$ cat src/design/tcf_pkg.sv
package tcf_pkg;

  // field widths
  localparam int ACC_W     = 24;
  localparam int GYRO_W    = 16;
  localparam int DT_W      = 16;
  localparam int OUT_W     = 24;
  localparam int FRAC_W    = 16;
  localparam int ANGLE_W   = ACC_W + FRAC_W;

  // configuration registers
  localparam int OFFSET_W  = 16;
  localparam int TC_W      = 24;
  localparam int GAIN_W    = 32;
  localparam int CFG_IDX_W = 2;
  localparam int CFG_DATA_W = 32;

  localparam logic [CFG_IDX_W-1:0] REG_GYRO_OFFSET   = 2'd0;
  localparam logic [CFG_IDX_W-1:0] REG_TIME_CONSTANT = 2'd1;
  localparam logic [CFG_IDX_W-1:0] REG_GYRO_GAIN     = 2'd2;

  localparam logic [OFFSET_W-1:0] OFFSET_RST = 16'd0;
  localparam logic [TC_W-1:0]     TC_RST     = 24'd16777;
  localparam logic [GAIN_W-1:0]   GAIN_RST   = 32'd3278;

  // internal datapath widths
  localparam int ERR_W  = ANGLE_W + 1;   // accel*2^16 - angle
  localparam int TERM_W = 59;            // a*dt + c + d, and angle + term*dt
  localparam int TMAG_W = 41;            // clamped term magnitude
  localparam logic [TMAG_W-1:0] TERM_LIM = 41'h100_0000_0000;

endpackage

$ cat src/design/tilt_complementary_filter.sv
// tilt complementary filter
// in channel: in_valid/in_ready with in_accel_angle (signed scaled degrees),
// in_gyro_raw (signed raw rate) and in_elapsed_ms (dt). one transfer per sample.
// out channel: out_valid/out_ready with out_filtered_angle, the integer part
// (truncated toward zero) of the fused Q24.16 angle. one result per sample.
// config: cfg_we/cfg_index/cfg_wdata write gyro_offset, time_constant and
// gyro_gain; write only while the block is idle, unknown indexes are ignored.
// the block takes one sample at a time; in_ready is high only in idle, so each
// sample runs its whole step sequence before the next is taken: ten passes
// through the single shared 32x32 multiplier (tc^2, err*tc, err*tc^2,
// gyro*gain, a*dt, term*dt; 41-bit operands in two 32-bit halves) plus
// error, clamp and saturate steps.
// a finished result sits in the output register; if the receiver stalls, the
// next sample still runs but holds in its last step until that register frees.
// reset (synchronous, rst_n low): angle cleared, registers back to defaults,
// no result pending.
module tilt_complementary_filter (
  input  logic                                   clk,
  input  logic                                   rst_n,
  input  logic                                   in_valid,
  output logic                                   in_ready,
  input  logic signed [tcf_pkg::ACC_W-1:0]       in_accel_angle,
  input  logic signed [tcf_pkg::GYRO_W-1:0]      in_gyro_raw,
  input  logic        [tcf_pkg::DT_W-1:0]        in_elapsed_ms,
  output logic                                   out_valid,
  input  logic                                   out_ready,
  output logic signed [tcf_pkg::OUT_W-1:0]       out_filtered_angle,
  input  logic                                   cfg_we,
  input  logic        [tcf_pkg::CFG_IDX_W-1:0]   cfg_index,
  input  logic        [tcf_pkg::CFG_DATA_W-1:0]  cfg_wdata
);
  import tcf_pkg::*;

  typedef enum logic [3:0] {
    S_IDLE, S_ERR, S_C0, S_C1, S_C2, S_A1, S_A2, S_D,
    S_B1, S_B2, S_T, S_M0, S_M1, S_M2, S_SAT
  } state_t;

  // integer part toward zero: bias negatives by 2^16-1 before the shift
  function automatic logic [OUT_W-1:0] int_part(input logic [ANGLE_W-1:0] x);
    logic [ANGLE_W-1:0] biased;
    biased = x + {{(ANGLE_W-FRAC_W){1'b0}}, {FRAC_W{x[ANGLE_W-1]}}};
    return biased[ANGLE_W-1:FRAC_W];
  endfunction

  state_t state_r;

  // config registers
  logic [OFFSET_W-1:0] offset_r;
  logic [TC_W-1:0]     tc_r;
  logic [GAIN_W-1:0]   gain_r;

  // filter state and output register
  logic [ANGLE_W-1:0]  fused_r;
  logic                out_valid_r;
  logic [OUT_W-1:0]    out_angle_r;

  // sample registers
  logic [ACC_W-1:0]    acc_in_r;
  logic [GYRO_W-1:0]   gyro_in_r;
  logic [DT_W-1:0]     dt_r;

  // working registers
  logic [ERR_W-1:0]    err_mag_r;
  logic                err_neg_r;
  logic [GYRO_W-1:0]   gy_mag_r;
  logic                gy_neg_r;
  logic [TC_W-1:0]     tc2_r;
  logic [63:0]         lo_r;
  logic [ERR_W-1:0]    c_mag_r;
  logic [ANGLE_W-1:0]  a_mag_r;
  logic [31:0]         d_mag_r;
  logic [TERM_W-1:0]   term_r;
  logic [TMAG_W-1:0]   tmag_r;
  logic                tneg_r;
  logic [TERM_W-1:0]   next_r;

  // shared multiplier
  logic [31:0]         mul_a;
  logic [31:0]         mul_b;
  logic [63:0]         mul_r;
  logic [71:0]         comb_sum;

  // step datapath
  logic [ERR_W-1:0]    err;
  logic [GYRO_W:0]     gy;
  logic [GYRO_W:0]     gy_abs;
  logic [TERM_W-1:0]   b_s;
  logic [TERM_W-1:0]   c_s;
  logic [TERM_W-1:0]   d_s;
  logic [TERM_W-1:0]   term_abs;
  logic [TERM_W-1:0]   prod_s;
  logic                next_fits;
  logic [ANGLE_W-1:0]  next_sat;
  logic                out_free;
  logic                commit;

  assign in_ready           = (state_r == S_IDLE);
  assign out_valid          = out_valid_r;
  assign out_filtered_angle = out_angle_r;
  assign out_free           = !out_valid_r || out_ready;
  // final step hands its result to the output register this cycle, once that register is free
  assign commit             = (state_r == S_SAT) && out_free;

  // operand select for the multiplier, per step
  always_comb begin
    mul_a = '0;
    mul_b = '0;
    case (state_r)
      S_ERR: begin
        mul_a = {8'd0, tc_r};
        mul_b = {8'd0, tc_r};
      end
      S_C0: begin
        mul_a = err_mag_r[31:0];
        mul_b = {8'd0, tc_r};
      end
      S_C1: begin
        mul_a = {23'd0, err_mag_r[ERR_W-1:32]};
        mul_b = {8'd0, tc_r};
      end
      S_C2: begin
        mul_a = err_mag_r[31:0];
        mul_b = {8'd0, tc2_r};
      end
      S_A1: begin
        mul_a = {23'd0, err_mag_r[ERR_W-1:32]};
        mul_b = {8'd0, tc2_r};
      end
      S_A2: begin
        mul_a = {16'd0, gy_mag_r};
        mul_b = gain_r;
      end
      S_D: begin
        mul_a = a_mag_r[31:0];
        mul_b = {16'd0, dt_r};
      end
      S_B1: begin
        mul_a = {24'd0, a_mag_r[ANGLE_W-1:32]};
        mul_b = {16'd0, dt_r};
      end
      S_M0: begin
        mul_a = tmag_r[31:0];
        mul_b = {16'd0, dt_r};
      end
      S_M1: begin
        mul_a = {23'd0, tmag_r[TMAG_W-1:32]};
        mul_b = {16'd0, dt_r};
      end
      default: begin
        mul_a = '0;
        mul_b = '0;
      end
    endcase
  end

  // joins the high and low partial products of a 41-bit operand
  assign comb_sum = {mul_r[39:0], 32'd0} + {8'd0, lo_r};

  // error and offset-corrected gyro (offset minus raw rate)
  assign err    = {acc_in_r[ACC_W-1], acc_in_r, {FRAC_W{1'b0}}}
                - {fused_r[ANGLE_W-1], fused_r};
  assign gy     = {offset_r[OFFSET_W-1], offset_r} - {gyro_in_r[GYRO_W-1], gyro_in_r};
  assign gy_abs = gy[GYRO_W] ? (~gy + 17'd1) : gy;

  // signed terms for the sum
  assign b_s = err_neg_r ? (~{3'd0, comb_sum[55:0]} + 59'd1) : {3'd0, comb_sum[55:0]};
  assign c_s = err_neg_r ? (~{18'd0, c_mag_r} + 59'd1) : {18'd0, c_mag_r};
  assign d_s = gy_neg_r ? (~{27'd0, d_mag_r} + 59'd1) : {27'd0, d_mag_r};

  assign term_abs = term_r[TERM_W-1] ? (~term_r + 59'd1) : term_r;

  assign prod_s = tneg_r ? (~{2'd0, comb_sum[56:0]} + 59'd1) : {2'd0, comb_sum[56:0]};

  // saturate to Q24.16
  assign next_fits = (&next_r[TERM_W-1:ANGLE_W-1]) | ~(|next_r[TERM_W-1:ANGLE_W-1]);
  assign next_sat  = next_fits ? next_r[ANGLE_W-1:0]
                   : (next_r[TERM_W-1] ? {1'b1, {(ANGLE_W-1){1'b0}}}
                                       : {1'b0, {(ANGLE_W-1){1'b1}}});

  always_ff @(posedge clk) begin
    mul_r <= mul_a * mul_b;
    if (!rst_n) begin
      state_r     <= S_IDLE;
      offset_r    <= OFFSET_RST;
      tc_r        <= TC_RST;
      gain_r      <= GAIN_RST;
      fused_r     <= '0;
      out_valid_r <= 1'b0;
    end else begin
      if (cfg_we) begin
        case (cfg_index)
          REG_GYRO_OFFSET:   offset_r <= cfg_wdata[OFFSET_W-1:0];
          REG_TIME_CONSTANT: tc_r     <= cfg_wdata[TC_W-1:0];
          REG_GYRO_GAIN:     gain_r   <= cfg_wdata[GAIN_W-1:0];
          default: ;
        endcase
      end
      if (out_valid_r && out_ready && !commit) begin
        out_valid_r <= 1'b0;
      end
      case (state_r)
        S_IDLE: begin
          if (in_valid) begin
            acc_in_r  <= in_accel_angle;
            gyro_in_r <= in_gyro_raw;
            dt_r      <= in_elapsed_ms;
            state_r   <= S_ERR;
          end
        end
        S_ERR: begin
          err_neg_r <= err[ERR_W-1];
          err_mag_r <= err[ERR_W-1] ? (~err + 41'd1) : err;
          gy_neg_r  <= gy[GYRO_W];
          gy_mag_r  <= gy_abs[GYRO_W-1:0];
          state_r   <= S_C0;
        end
        S_C0: begin
          tc2_r   <= mul_r[47:24];
          state_r <= S_C1;
        end
        S_C1: begin
          lo_r    <= mul_r;
          state_r <= S_C2;
        end
        S_C2: begin
          c_mag_r <= comb_sum[63:23];   // err*2*tc
          state_r <= S_A1;
        end
        S_A1: begin
          lo_r    <= mul_r;
          state_r <= S_A2;
        end
        S_A2: begin
          a_mag_r <= comb_sum[63:24];   // err*tc^2
          state_r <= S_D;
        end
        S_D: begin
          d_mag_r <= mul_r[47:16];      // gyro*gain
          state_r <= S_B1;
        end
        S_B1: begin
          lo_r    <= mul_r;
          state_r <= S_B2;
        end
        S_B2: begin
          term_r  <= b_s + c_s + d_s;
          state_r <= S_T;
        end
        S_T: begin
          tneg_r  <= term_r[TERM_W-1];
          tmag_r  <= (term_abs > {18'd0, TERM_LIM}) ? TERM_LIM : term_abs[TMAG_W-1:0];
          state_r <= S_M0;
        end
        S_M0: begin
          state_r <= S_M1;
        end
        S_M1: begin
          lo_r    <= mul_r;
          state_r <= S_M2;
        end
        S_M2: begin
          next_r  <= {{(TERM_W-ANGLE_W){fused_r[ANGLE_W-1]}}, fused_r} + prod_s;
          state_r <= S_SAT;
        end
        S_SAT: begin
          // hold here while the previous result is still waiting
          if (commit) begin
            fused_r     <= next_sat;
            out_angle_r <= int_part(next_sat);
            out_valid_r <= 1'b1;
            state_r     <= S_IDLE;
          end
        end
        default: begin
          state_r <= S_IDLE;
        end
      endcase
    end
  end

`ifndef SYNTHESIS
  a_busy_after_accept: assert property (@(posedge clk) disable iff (!rst_n)
    (in_valid && in_ready) |=> !in_ready)
    else $error("input taken while a sample is in progress");

  a_result_from_last_step: assert property (@(posedge clk) disable iff (!rst_n)
    $rose(out_valid_r) |-> ($past(state_r) == S_SAT))
    else $error("result raised outside the final step");

  a_term_clamped: assert property (@(posedge clk) disable iff (!rst_n)
    (state_r == S_M0) |-> (tmag_r <= TERM_LIM))
    else $error("term magnitude above clamp limit");

  a_out_matches_angle: assert property (@(posedge clk) disable iff (!rst_n)
    out_valid_r |-> (out_angle_r == int_part(fused_r)))
    else $error("pending result does not match stored angle");

  a_angle_only_in_last_step: assert property (@(posedge clk) disable iff (!rst_n)
    (state_r != S_SAT) |=> $stable(fused_r))
    else $error("angle changed outside the final step");
`endif

endmodule
$ cat config.mk
export PLATFORM = sky130hd
export DESIGN_NAME = tilt_complementary_filter
export DESIGN_NICKNAME = d
export VERILOG_FILES = /design/src/design/tcf_pkg.sv /design/src/design/tilt_complementary_filter.sv
export SDC_FILE = /design/constraint.sdc
export NUM_CORES = 2
export LEC_CHECK = 0
export BUFFER_PORTS_ARGS = -buffer_cell sky130_fd_sc_hd__buf_4
export CAP_MARGIN = 25
export CORE_ASPECT_RATIO = 1.75
export CORE_MARGIN = 2
export CORE_UTILIZATION = 25
export DETAILED_ROUTE_END_ITERATION = 7
export GPL_ROUTABILITY_DRIVEN = 0
export PLACE_DENSITY = 0.51
export SLEW_MARGIN = 20
export SYNTH_ARGS = -nofsm -noshare
export SYNTH_HDL_FRONTEND = slang
export SYNTH_SLANG_ARGS = --single-unit
$ cat constraint.sdc
create_clock -name clk -period 8.5 [get_ports clk]
set_clock_uncertainty 0.05 [all_clocks]
set_input_delay 0.425 -clock clk [delete_from_list [all_inputs] [get_ports clk]]
set_output_delay 0.425 -clock clk [all_outputs]
set_load 0.005 [all_outputs]
==> results.yml <==
logic_synthesis:
  synth_top_area_frac: 0.257
  yosysWarnings: 0
  syn_inst: 7994
  syn_avg_cell_area_um2: 9.33
  yosys.area.top_type: "fa_1"
  async_reset_ff_frac: 0
  ys_seq_area_frac: 0.250
  post_synth_num_cell_types: 95
  syn_area_um2: 74600
  synth-edff-count: 500
  ys_ff_latch: 681
  synth_area_leaders: "fa_1, edfxtp_1, ha_1, inv_1, dfxtp_1"
  synth_flop_cell: "edfxtp_1"
layout:
  finish.utilization: 0.312
  num-fill-cells: 30719
  layout.nets: 10369
  final_cell_area_um2: 92700
  layout_commonest_cell: "inv_1"
  areaGrowthSynthToFinish_pct: 24.2
  drive_gt1_frac: 0.172
  mostFrequentLayoutCells: "inv_1, nand2_1, fa_1"
worst_setup_path:
  cp_max_fo: 5
  cp.arrival_ns: 9.31
  required_ns: 9.02
  cpMostUsedCell: "fa_1"
  startpoint_type: "register"
  path_class: "register to register"
  cpMaxStageDelayCell: "fa_2"
  worstSetupEndpointType: "register"
  critical_path.max_stage_delay_ns: 0.59
sta:
  post-route-period-util: 1.03
  slew_viol_final: 0
  slew_headroom: 0.273
  fin_hold_ws_ns: 0.0245
  fmax_mhz: 114
  hold_viol_final: 0
  setup_viol: 14
  worst_pin_slew_ns: 1.09
  rsz0062_at_grt: "yes"
  setup_ws_ns: -0.284
  period_minus_slack_ns: 8.78
clocking:
  clk_latency_ns: 0.69
  clock-sinks: 681
  htree_levels: 3
  clk_pin_slew_ns: 0.07
  cts_tree: "done"
  cts_buffers: 74
  cts-root-buf: "clkbuf_16"
  clockBufferDepth: 3
global_route:
  antenna_found_initial: 25
  grt_pass1_vias: 66994
  track_usage: 0.200
  grt_max_degree: 81
  grt_pass1_wl_um: 442000
  gr-total-overflow: 0
die:
  rows: 265
  start_util: 0.251
  pin_count: 121
  fp.dieH_um: 727
  dieWidth_um: 417
  die-area_um2: 303000
  design.core.area_um2: 297000
detailed_routing:
  totalWireLength_um: 307000
  ant_nets: 0
  vias: 62974
  drc: 0
  drt_pass1_iterations: 8
  via_per_inst: 4.93
  drtIter0Drc: 4361
  wl_per_cell_um: 24.0
placed_design:
  place_hpwl_um: 253000
  io_buffer_count: 120
  place_area_um2: 85500
outcome:
  violations: "negative setup slack"
  status: "complete, but fails checks"
min_path:
  min_path_type: "input pin to register"
pwr:
  vdd_ir_drop_max_mv: 0.402
  power_leakage_nw: 40.7
  p_per_area_nw_per_um2: 229
flow_run:
  cap_viol_max_count: 0
[stage by stage]
| step | cells | setup WS (ns) | power (W) | TNS, ns |
|---|---|---|---|---|
| final | 12784 | -0.284 | 0.0212 | -1.81 |
| after global routing | 12775 | -0.419 | 0.0225 | -4.54 |
| after detailed placement | 12403 | -1.59 | 0.0165 | -27.34 |
| after floorplan | 8120 | 0.00361 | 0.0116 | 0 |
| after CTS | 12735 | -0.209 | 0.0207 | -1.27 |
| after global placement | 12402 | -1.65 | 0.0165 | -28.85 |
[sequential cells by signal (all words and copies together) (netlist names), 32 cells and up]
signal / count
term_r: 59
a_mag_r: 40
mul_r: 64
tmag_r: 41
err_mag_r: 41
next_r: 59
d_mag_r: 32
fused_r: 40
lo_r: 64
gain_r: 32
c_mag_r: 41
[metal layers]
metal | vias to the layer above | GRT usage | routed length [um]
li1 | 28015 | - | -
met1 | 31547 | 0.183 | 94200
met2 | 2343 | 0.370 | 159000
met3 | 1061 | 0.0228 | 13500
met4 | 8 | 0.210 | 40000
met5 | - | 0 | 67
[report_power, final]
group | total, W | internal [W] | leakage, nW | switching, W
Combinational | 0.0132 | 0.00526 | 33.6 | 0.00797
Sequential | 0.00466 | 0.00418 | 5.94 | 0.000479
Clock | 0.00336 | 0.00188 | 1.17 | 0.00148
Total | 0.0212 | 0.0113 | 40.7 | 0.00992
[critical path: cells and delay by family (launching register included)]
| family | cells | cell delay, ns |
|---|---|---|
| buffers and inverters | 10 | 1.19 |
| flip-flops | 1 | 0.36 |
| AO/OA/AOI/OAI | 7 | 1.60 |
| adder cells (fa/ha/maj) | 9 | 4.37 |
| XOR/XNOR | 1 | 0.17 |
| AND/OR/NAND/NOR | 8 | 0.91 |
[cells by family after synthesis]
| family | synth area share |
|---|---|
| buffers and inverters | 0.0765 |
| multiplexers | 0.00272 |
| flip-flops | 0.250 |
| adder cells (fa/ha/maj) | 0.336 |
| AND/OR/NAND/NOR | 0.152 |
| AO/OA/AOI/OAI | 0.122 |
| XOR/XNOR | 0.0613 |
| other | 0.000101 |
[final timing paths]
kind                 startpoint  depth (start not counted)         end  slack, ns
hold reg to reg       mul_r[61]                          0    lo_r[61]       0.35
setup reg to reg     state_r[1]                         35   mul_r[47]      -0.28
setup / recovery     state_r[1]                         35   mul_r[47]      -0.28
hold / removal    cfg_wdata[21]                          3  gain_r[21]       0.02
[repair_timing]
item / 4_1_cts / 5_1_grt
endpoints found under the hold margin: 76 / 0
gates cloned: 9 / 1
buffers inserted: 123 / 40
resized for setup: 423 / 181
pin swaps: 219 / 115
hold buffers: 72 / 0
setup endpoints to repair: 36 / 29
[Yosys cell counts, types with 59 or more instances]
master / instances
edfxtp_1: 500
nand3_1: 113
a21boi_0: 78
clkbuf_1: 352
nor2_1: 759
xnor2_1: 346
fa_1: 958
inv_1: 1134
ha_1: 470
or3_1: 67
dfxtp_1: 181
a21oi_1: 317
nand4_1: 61
o21ai_0: 236
nor3_1: 89
and3_1: 59
nand2b_1: 72
a21o_1: 155
o31ai_1: 70
nand2_1: 965
xor2_1: 176
[final cells by class]
cell class,count,area (um2),area share
Clock buffer,97,2060,0.0223
Timing Repair Buffer,1028,9790,0.106
Tap cell,3871,4840,0.0523
Clock inverter,36,367,0.00396
Sequential cell,681,18600,0.201
Antenna cell,10,25.0,0.000270
Inverter,1136,4260,0.0460
Multi-Input combinational cell,5925,52700,0.568
Power figures use the tool's default switching activity.
